**src/tcp_segment_checksum_macros.svh**
```systemverilog
// Assertion macros
`ifndef TCP_SEGMENT_CHECKSUM_MACROS_SVH
`define TCP_SEGMENT_CHECKSUM_MACROS_SVH

// same-cycle implication
`define TCS_ASSERT_IMP(label, clk, rst, ante, cons) \
  label: assert property (@(posedge clk) disable iff (rst) (ante) |-> (cons)) \
    else $error("tcp_segment_checksum: same-cycle check failed");

// next-cycle implication
`define TCS_ASSERT_NEXT(label, clk, rst, ante, cons) \
  label: assert property (@(posedge clk) disable iff (rst) (ante) |=> (cons)) \
    else $error("tcp_segment_checksum: next-cycle check failed");

`endif

```
**src/tcsum_pkg.sv**
```systemverilog
package tcsum_pkg;

  localparam int WORD_W = 16;
  localparam int SUM_W  = 32;

  // word positions in the IPv4 header
  localparam logic [WORD_W-1:0] IDX_VER_IHL   = 16'd0;
  localparam logic [WORD_W-1:0] IDX_TOT_LEN   = 16'd1;
  localparam logic [WORD_W-1:0] IDX_ADDR_FIRST = 16'd6;
  localparam logic [WORD_W-1:0] IDX_ADDR_LAST  = 16'd9;
  // TCP data offset word, counted from the end of the IP header
  localparam logic [WORD_W-1:0] TCP_OFF_WORD  = 16'd6;
  localparam logic [WORD_W-1:0] INDEX_MAX     = 16'hFFFF;

  localparam logic [3:0]  HDR_WORDS_MIN = 4'd5;
  localparam logic [6:0]  TCP_HDR_BYTES = 7'd20;
  localparam logic [SUM_W-1:0] PROTO_TCP = 32'd6;

  // packet totals handed from the accumulator to the fold stage
  typedef struct packed {
    logic [SUM_W-1:0]  sum;
    logic [WORD_W-1:0] tcp_len;
    logic              err;
  } final_t;

endpackage

```
**src/tcsum_accum.sv**
```systemverilog
`include "tcp_segment_checksum_macros.svh"

module tcsum_accum (
  input  logic                         clk,
  input  logic                         rst,
  input  logic                         in_valid,
  output logic                         in_stall,
  input  logic [tcsum_pkg::WORD_W-1:0] data_word,
  input  logic                         last_word,
  output logic                         fin_valid,
  input  logic                         fin_take,
  output tcsum_pkg::final_t            fin
);

  // input register
  logic                         v1;
  logic [tcsum_pkg::WORD_W-1:0] data1;
  logic                         last1;

  // per-packet state
  logic [tcsum_pkg::WORD_W-1:0] word_index;
  logic [tcsum_pkg::SUM_W-1:0]  sum_acc;
  logic [3:0]                   ip_header_words;
  logic [tcsum_pkg::WORD_W-1:0] packet_length;
  logic [3:0]                   tcp_offset_words;

  logic [tcsum_pkg::WORD_W-1:0] word_index_next;
  logic [tcsum_pkg::SUM_W-1:0]  sum_acc_next;
  logic [3:0]                   ihl_next;
  logic [tcsum_pkg::WORD_W-1:0] plen_next;
  logic [3:0]                   toff_next;

  logic [4:0]                   hdr_end;
  logic [17:0]                  byte_end;
  logic [17:0]                  plen_ext;
  logic [tcsum_pkg::WORD_W-1:0] add_addr;
  logic [tcsum_pkg::WORD_W-1:0] add_seg;
  logic [tcsum_pkg::WORD_W-1:0] tcp_len;
  logic [16:0]                  len_min;
  logic [16:0]                  words_need;
  logic [16:0]                  words_seen;
  logic                         err;
  logic                         consume;

  assign consume  = v1 && (!last1 || !fin_valid || fin_take);
  assign in_stall = v1 && !consume;

  always_comb begin
    ihl_next  = (word_index == tcsum_pkg::IDX_VER_IHL) ? data1[11:8] : ip_header_words;
    plen_next = (word_index == tcsum_pkg::IDX_TOT_LEN) ? data1 : packet_length;
    hdr_end   = {ihl_next, 1'b0};

    add_addr = '0;
    if (word_index >= tcsum_pkg::IDX_ADDR_FIRST && word_index <= tcsum_pkg::IDX_ADDR_LAST) begin
      add_addr = data1;
    end

    toff_next = tcp_offset_words;
    if (word_index == ({11'd0, hdr_end} + tcsum_pkg::TCP_OFF_WORD)) begin
      toff_next = data1[15:12];
    end

    // byte index of the low byte of this word
    byte_end = {1'b0, word_index, 1'b1};
    plen_ext = {2'b00, plen_next};
    add_seg  = '0;
    if (word_index >= {11'd0, hdr_end}) begin
      if (byte_end < plen_ext) begin
        add_seg = data1;
      end else if (byte_end == plen_ext) begin
        add_seg = {data1[15:8], 8'h00};  // odd tail, zero pad
      end
    end

    sum_acc_next = sum_acc + {16'd0, add_addr} + {16'd0, add_seg};
    word_index_next = (word_index == tcsum_pkg::INDEX_MAX) ? word_index
                                                           : word_index + 16'd1;

    tcp_len    = plen_next - {10'd0, ihl_next, 2'b00};
    len_min    = {11'd0, ihl_next, 2'b00} + {10'd0, tcsum_pkg::TCP_HDR_BYTES};
    words_need = ({1'b0, plen_next} + 17'd1) >> 1;
    words_seen = {1'b0, word_index} + 17'd1;

    err = (ihl_next < tcsum_pkg::HDR_WORDS_MIN)
       || ({1'b0, plen_next} < len_min)
       || (toff_next < tcsum_pkg::HDR_WORDS_MIN)
       || ({10'd0, toff_next, 2'b00} > tcp_len)
       || (words_seen < words_need);
  end

  always_ff @(posedge clk) begin
    if (rst) begin
      v1 <= 1'b0;
    end else if (!in_stall) begin
      v1 <= in_valid;
    end
  end

  always_ff @(posedge clk) begin
    if (in_valid && !in_stall) begin
      data1 <= data_word;
      last1 <= last_word;
    end
  end

  always_ff @(posedge clk) begin
    if (rst || (consume && last1)) begin
      word_index       <= '0;
      sum_acc          <= '0;
      ip_header_words  <= '0;
      packet_length    <= '0;
      tcp_offset_words <= '0;
    end else if (consume) begin
      word_index       <= word_index_next;
      sum_acc          <= sum_acc_next;
      ip_header_words  <= ihl_next;
      packet_length    <= plen_next;
      tcp_offset_words <= toff_next;
    end
  end

  always_ff @(posedge clk) begin
    if (rst) begin
      fin_valid <= 1'b0;
    end else begin
      fin_valid <= (fin_valid && !fin_take) || (consume && last1);
    end
  end

  always_ff @(posedge clk) begin
    if (consume && last1) begin
      fin.sum     <= sum_acc_next;
      fin.tcp_len <= tcp_len;
      fin.err     <= err;
    end
  end

  `TCS_ASSERT_NEXT(a_index_step, clk, rst, consume && !last1 && word_index != tcsum_pkg::INDEX_MAX, word_index == $past(word_index) + 16'd1)
  `TCS_ASSERT_NEXT(a_index_clear, clk, rst, consume && last1, word_index == '0 && sum_acc == '0)
  `TCS_ASSERT_NEXT(a_fin_hold, clk, rst, fin_valid && !fin_take, fin_valid && $stable(fin))

endmodule

```
**src/tcsum_fold.sv**
```systemverilog
module tcsum_fold (
  input  logic                         clk,
  input  logic                         rst,
  input  logic                         fin_valid,
  output logic                         fin_take,
  input  tcsum_pkg::final_t            fin,
  output logic                         out_valid,
  input  logic                         out_stall,
  output logic [tcsum_pkg::WORD_W-1:0] checksum,
  output logic                         header_error
);

  logic                        ready;
  logic [tcsum_pkg::SUM_W-1:0] s1;
  logic [16:0]                 s2;
  logic [16:0]                 s3;

  assign ready    = !out_valid || !out_stall;
  assign fin_take = fin_valid && ready;

  // pseudo-header protocol and length, then two end-around folds
  always_comb begin
    s1 = fin.sum + tcsum_pkg::PROTO_TCP + {16'd0, fin.tcp_len};
    s2 = {1'b0, s1[31:16]} + {1'b0, s1[15:0]};
    s3 = {16'd0, s2[16]} + {1'b0, s2[15:0]};
  end

  always_ff @(posedge clk) begin
    if (rst) begin
      out_valid <= 1'b0;
    end else if (ready) begin
      out_valid <= fin_valid;
    end
  end

  always_ff @(posedge clk) begin
    if (fin_take) begin
      checksum     <= ~s3[15:0];
      header_error <= fin.err;
    end
  end

endmodule

```
**src/tcp_segment_checksum.sv**
```systemverilog
// Channel  Direction  Handshake           Word
// in       sink       in_valid/in_stall   data_word, last_word
// out      source     out_valid/out_stall checksum, header_error
//
// One packet word is taken every cycle while in_stall is low; a result passes
// through the input, totals and output registers after the last word of its
// packet is taken.
// Reset (rst, synchronous) empties all three registers and clears the
// per-packet state.
// out_stall holds the result; a new packet's words keep flowing until a
// second finished total meets a full output, then in_stall rises on its last word.
module tcp_segment_checksum (
  input  logic        clk,
  input  logic        rst,
  input  logic        in_valid,
  output logic        in_stall,
  input  logic [15:0] data_word,
  input  logic        last_word,
  output logic        out_valid,
  input  logic        out_stall,
  output logic [15:0] checksum,
  output logic        header_error
);

  // finished packet totals between the accumulator and the fold stage
  logic              fin_valid;
  logic              fin_take;
  tcsum_pkg::final_t fin;

  // header parse and ones' complement sum, one word per cycle while in_stall is low
  tcsum_accum u_accum (
    .clk       (clk),
    .rst       (rst),
    .in_valid  (in_valid),
    .in_stall  (in_stall),
    .data_word (data_word),
    .last_word (last_word),
    .fin_valid (fin_valid),
    .fin_take  (fin_take),
    .fin       (fin)
  );

  // pseudo-header length and protocol added, folded and inverted
  tcsum_fold u_fold (
    .clk          (clk),
    .rst          (rst),
    .fin_valid    (fin_valid),
    .fin_take     (fin_take),
    .fin          (fin),
    .out_valid    (out_valid),
    .out_stall    (out_stall),
    .checksum     (checksum),
    .header_error (header_error)
  );

endmodule
```
**config.mk**
```make
export PLATFORM = sky130hd
export DESIGN_NAME = tcp_segment_checksum
export DESIGN_NICKNAME = d
export VERILOG_FILES = /design/src/tcsum_pkg.sv /design/src/tcsum_accum.sv /design/src/tcsum_fold.sv /design/src/tcp_segment_checksum.sv
export VERILOG_INCLUDE_DIRS = /design/src /design/src/src
export SDC_FILE = /design/constraint.sdc
export NUM_CORES = 1
export LEC_CHECK = 0
export BUFFER_PORTS_ARGS = -buffer_cell sky130_fd_sc_hd__buf_2
export CAP_MARGIN = 30
export CORE_MARGIN = 10
export CORE_UTILIZATION = 56
export DETAILED_ROUTE_END_ITERATION = 8
export GPL_ROUTABILITY_DRIVEN = 0
export PLACE_DENSITY = 0.82
export SETUP_SLACK_MARGIN = 0.1
export SLEW_MARGIN = 20
export SYNTH_ARGS = -nofsm -noshare
export SYNTH_HDL_FRONTEND = slang
export SYNTH_SLANG_ARGS = --single-unit
```
**constraint.sdc**
```tcl
create_clock -name clk -period 7.8 [get_ports clk]
set_clock_uncertainty 0.2 [all_clocks]
set_input_delay 0.78 -clock clk [delete_from_list [all_inputs] [get_ports clk]]
set_output_delay 0.78 -clock clk [all_outputs]
set_load 0.005 [all_outputs]
```
==> impl_results.md <==
- Warning count from the yosys run: 0
- Seq cells post-synth: 158
- Cell area after layout: 13,000 um^2
- Setup TNS: 0 ns
- Count of flip-flops with a built-in enable after synthesis: 83
- Synthesized netlist net count: 1,414
- First-pass GRT wire length: 45.8 mm
- Share of the yosys chip area belonging to registers: 34.0%
- Max-cap violations: 0
- Combined area of the multi-input logic cells: 7280 um^2
- TritonCTS clock tree: built
- Worst-case headroom to the max-slew limit: 49.5%
- Least-Margin Pin Slew: 0.738 ns
- Average wire per cell in the routed design: 17.3 um
- CP Data Required Time: 7.78 ns
- Power per cell area: 189 nW/um^2
- Status: completed
- DIE HEIGHT: 165 um
- Cell Rows: 52
- Hold WC Path Type: reg -> reg
- Placed wire-length estimate after detailed placement: 20.8 mm
- Cts bufs inserted: 17
- Number of setup buffers added after CTS: 0
- Post-cts hold buffer count: 0
- Category of the worst setup path capture point: flop
- Count of different cell masters after synthesis: 76
- Buffers added on ports: 39
- Final min period: 7.30 ns
- Cell Area, Synth: 11,700 um^2
- Kind of start point of the critical path: flop
- Count of pins over their slew limit: 0
- Layout cells sized above 1: 11.1%
- Maximum ir drop on the vdd rail: 0.000172 V
- GRT Residual Overflow: 0
- Net count, final: 1,465
- Total I/O pin count: 40
- Critical path peak fanout: 11
- Clock latency at the later pin of the worst-skew pair: 0.44 ns
- Gate count of the mapped netlist: 1,257
- Final worst-path cycle share: 93.6%
- Dpl cell area: 12,300 um^2
- Initial cell density of the core: 57.4%
- Fmax: 0.137 GHz
- CP bufs+invs: 4
- Async S/R FF share, synth: 0%
- Post-Synthesis Mean Instance Area: 9.33 um^2
- Count of endpoints failing setup in the final report: 0
- Maximum level of the CTS H-tree: 4
- Via count of the first global-routing pass: 9,436
- Post-route ant nets: 0
- Count of final hold-check violations: 0
- Sequential cell area: 3990 um^2
- Clock root buffer master: clkbuf_16
- Detail-routed via count per cell: 5.97
- Die boundary width: 165 um
- Largest net degree at the start of global routing: 70
- Signed area change from the synthesized netlist to the final layout: 10.4%
- Overall die area: 27,100 um^2
- Worst-path clk slew: 0.07 ns
- Count of instances resized after the clock tree is built: 0
- Antenna violations before repair: 0
- Post-Route WL: 27.6 mm
- Cell repeated most along the worst path: inv_1
- GR Util All Layers: 20.8%
- TritonRoute pass-1 iters: 5
- Most used flip-flop cell after synthesis: edfxtp_1
- Critical setup path kind: reg -> reg
- Clock net sink count: 158
- Diode insertion count for antenna repair: 0
- Arr. time, crit path: 7.28 ns
- Unrepaired setup endpoints after global routing: yes
- Family with the most delay on the worst path: simple AND/OR/NAND/NOR gates
- Hold slack: 0.225 ns
- Core area: 20,400 um^2
- Final Util: 63.4%
- Vias: 9,494
- Residual DRC: 0
- Fillcell total: 1,640
- Slowest cell on the critical path: a2111o_1
- Longest Clk Path Bufs: 2
- Total design power: 2.44 mW
- Static Leakage: 5.50 nW
- Max stage delay on crit path: 0.50 ns
- Number of DRC markers in iteration 0: 745
flip-flops by register name, summed over array words and instances (netlist names):
signal,flops
u_accum.data1,16
u_accum.fin,49
u_accum.fin_valid,1
u_accum.ip_header_words,4
u_accum.last1,1
u_accum.packet_length,16
u_accum.sum_acc,32
u_accum.tcp_offset_words,4
u_accum.v1,1
u_accum.word_index,16
u_fold.checksum,16
u_fold.header_error,1
u_fold.out_valid,1
routing by layer:
layer / part of all wire, % / track usage [%]
met2: 47 / 34.1
met4: 3.6 / 9.90
met1: 42 / 25.8
met3: 7.0 / 4.13
met5: 0 / 0
synthesized netlist by cell type, types with 8 or more instances:
cell	count	area, um^2
inv_1	84	315
nor3_1	37	185
clkbuf_1	25	93.8
nor2_1	98	368
a31oi_1	13	81.3
xnor2_1	80	701
nand2b_1	12	75.1
nand4_1	12	75.1
fa_1	19	380
o21ai_0	37	185
mux2i_1	21	210
and2_1	24	150
o21a_1	8	60.1
nand3_1	39	195
dfxtp_1	75	1500
o21bai_1	9	67.6
xor2_1	69	604
ha_1	117	1460
a21oi_1	77	385
edfxtp_1	83	2490
a211oi_1	32	240
nand2_1	102	383
or3_1	9	56.3
and3_1	24	150
a21o_1	20	150
cell usage in the layout, fill, tap and decap left out, types with 8 or more instances in the layout:
cell type / n
xor2_1: 69
dfxtp_1: 75
a21o_1: 20
buf_4: 25
nor3_1: 37
clkbuf_16: 17
xnor2_1: 80
nand4_1: 12
and3_1: 23
ha_1: 117
buf_2: 39
and2_1: 23
nand2_1: 102
a31oi_1: 13
nor2_1: 97
a211oi_1: 32
nand3_1: 39
o21ai_0: 37
fa_1: 19
a21oi_1: 75
edfxtp_1: 83
mux2i_1: 20
o21a_1: 8
inv_1: 84
o21bai_1: 9
nand2b_1: 12
or3_1: 9
worst reg2reg max path: cells and delay by family (launching register included):
kind	cells	cell delay (ns)
buffers and inverters	4	0.32
flip-flops	1	0.39
XOR/XNOR	1	0.15
multiplexers	1	0.37
AND/OR/NAND/NOR	8	2.23
adder cells (fa/ha/maj)	4	1.34
AO/OA/AOI/OAI	9	2.05
cell type report:
| type | count | area share [%] |
|---|---|---|
| inverter | 85 | 2.46 |
| sequential | 158 | 30.8 |
| tap | 270 | 2.61 |
| timing repair buffer | 67 | 3.22 |
| clock inverter | 14 | 1.33 |
| clock buffer | 18 | 3.39 |
| multi-input combinational | 979 | 56.2 |
metrics by stage:
step                      instances  setup WS, ns
after floorplan                1257          1.09
after global placement         1556         0.436
after detailed placement       1558         0.182
after CTS                      1590         0.181
after global routing           1591        0.0861
final                          1591         0.497
cell families (layout without fill, tap and decap cells):
family                   Yosys count  count (layout)  share of synthesized area (%)
buffers and inverters            120             184                           4.22
flip-flops                       158             158                           34.0
AO/OA/AOI/OAI                    248             248                           13.9
AND/OR/NAND/NOR                  413             413                           17.9
adder cells (fa/ha/maj)          139             139                           16.0
multiplexers                      29              29                           2.60
XOR/XNOR                         150             150                           11.3
power by group:
group          switching [mW]  internal, mW
sequential             0.0292         0.925
combinational           0.374         0.249
clock                   0.375         0.493
total                   0.778          1.67
path summary, 6_finish.rpt:
kind                          start                   to  slack (ns)  cells after the start
max          u_accum.word_index[11]      u_accum.fin[38]        0.50                     27
max reg2reg  u_accum.word_index[11]      u_accum.fin[38]        0.50                     27
min                  u_accum.fin[0]  u_fold.header_error        0.22                      0
min reg2reg          u_accum.fin[0]  u_fold.header_error        0.22                      0
No activity file was read; power rests on OpenSTA's default activity.
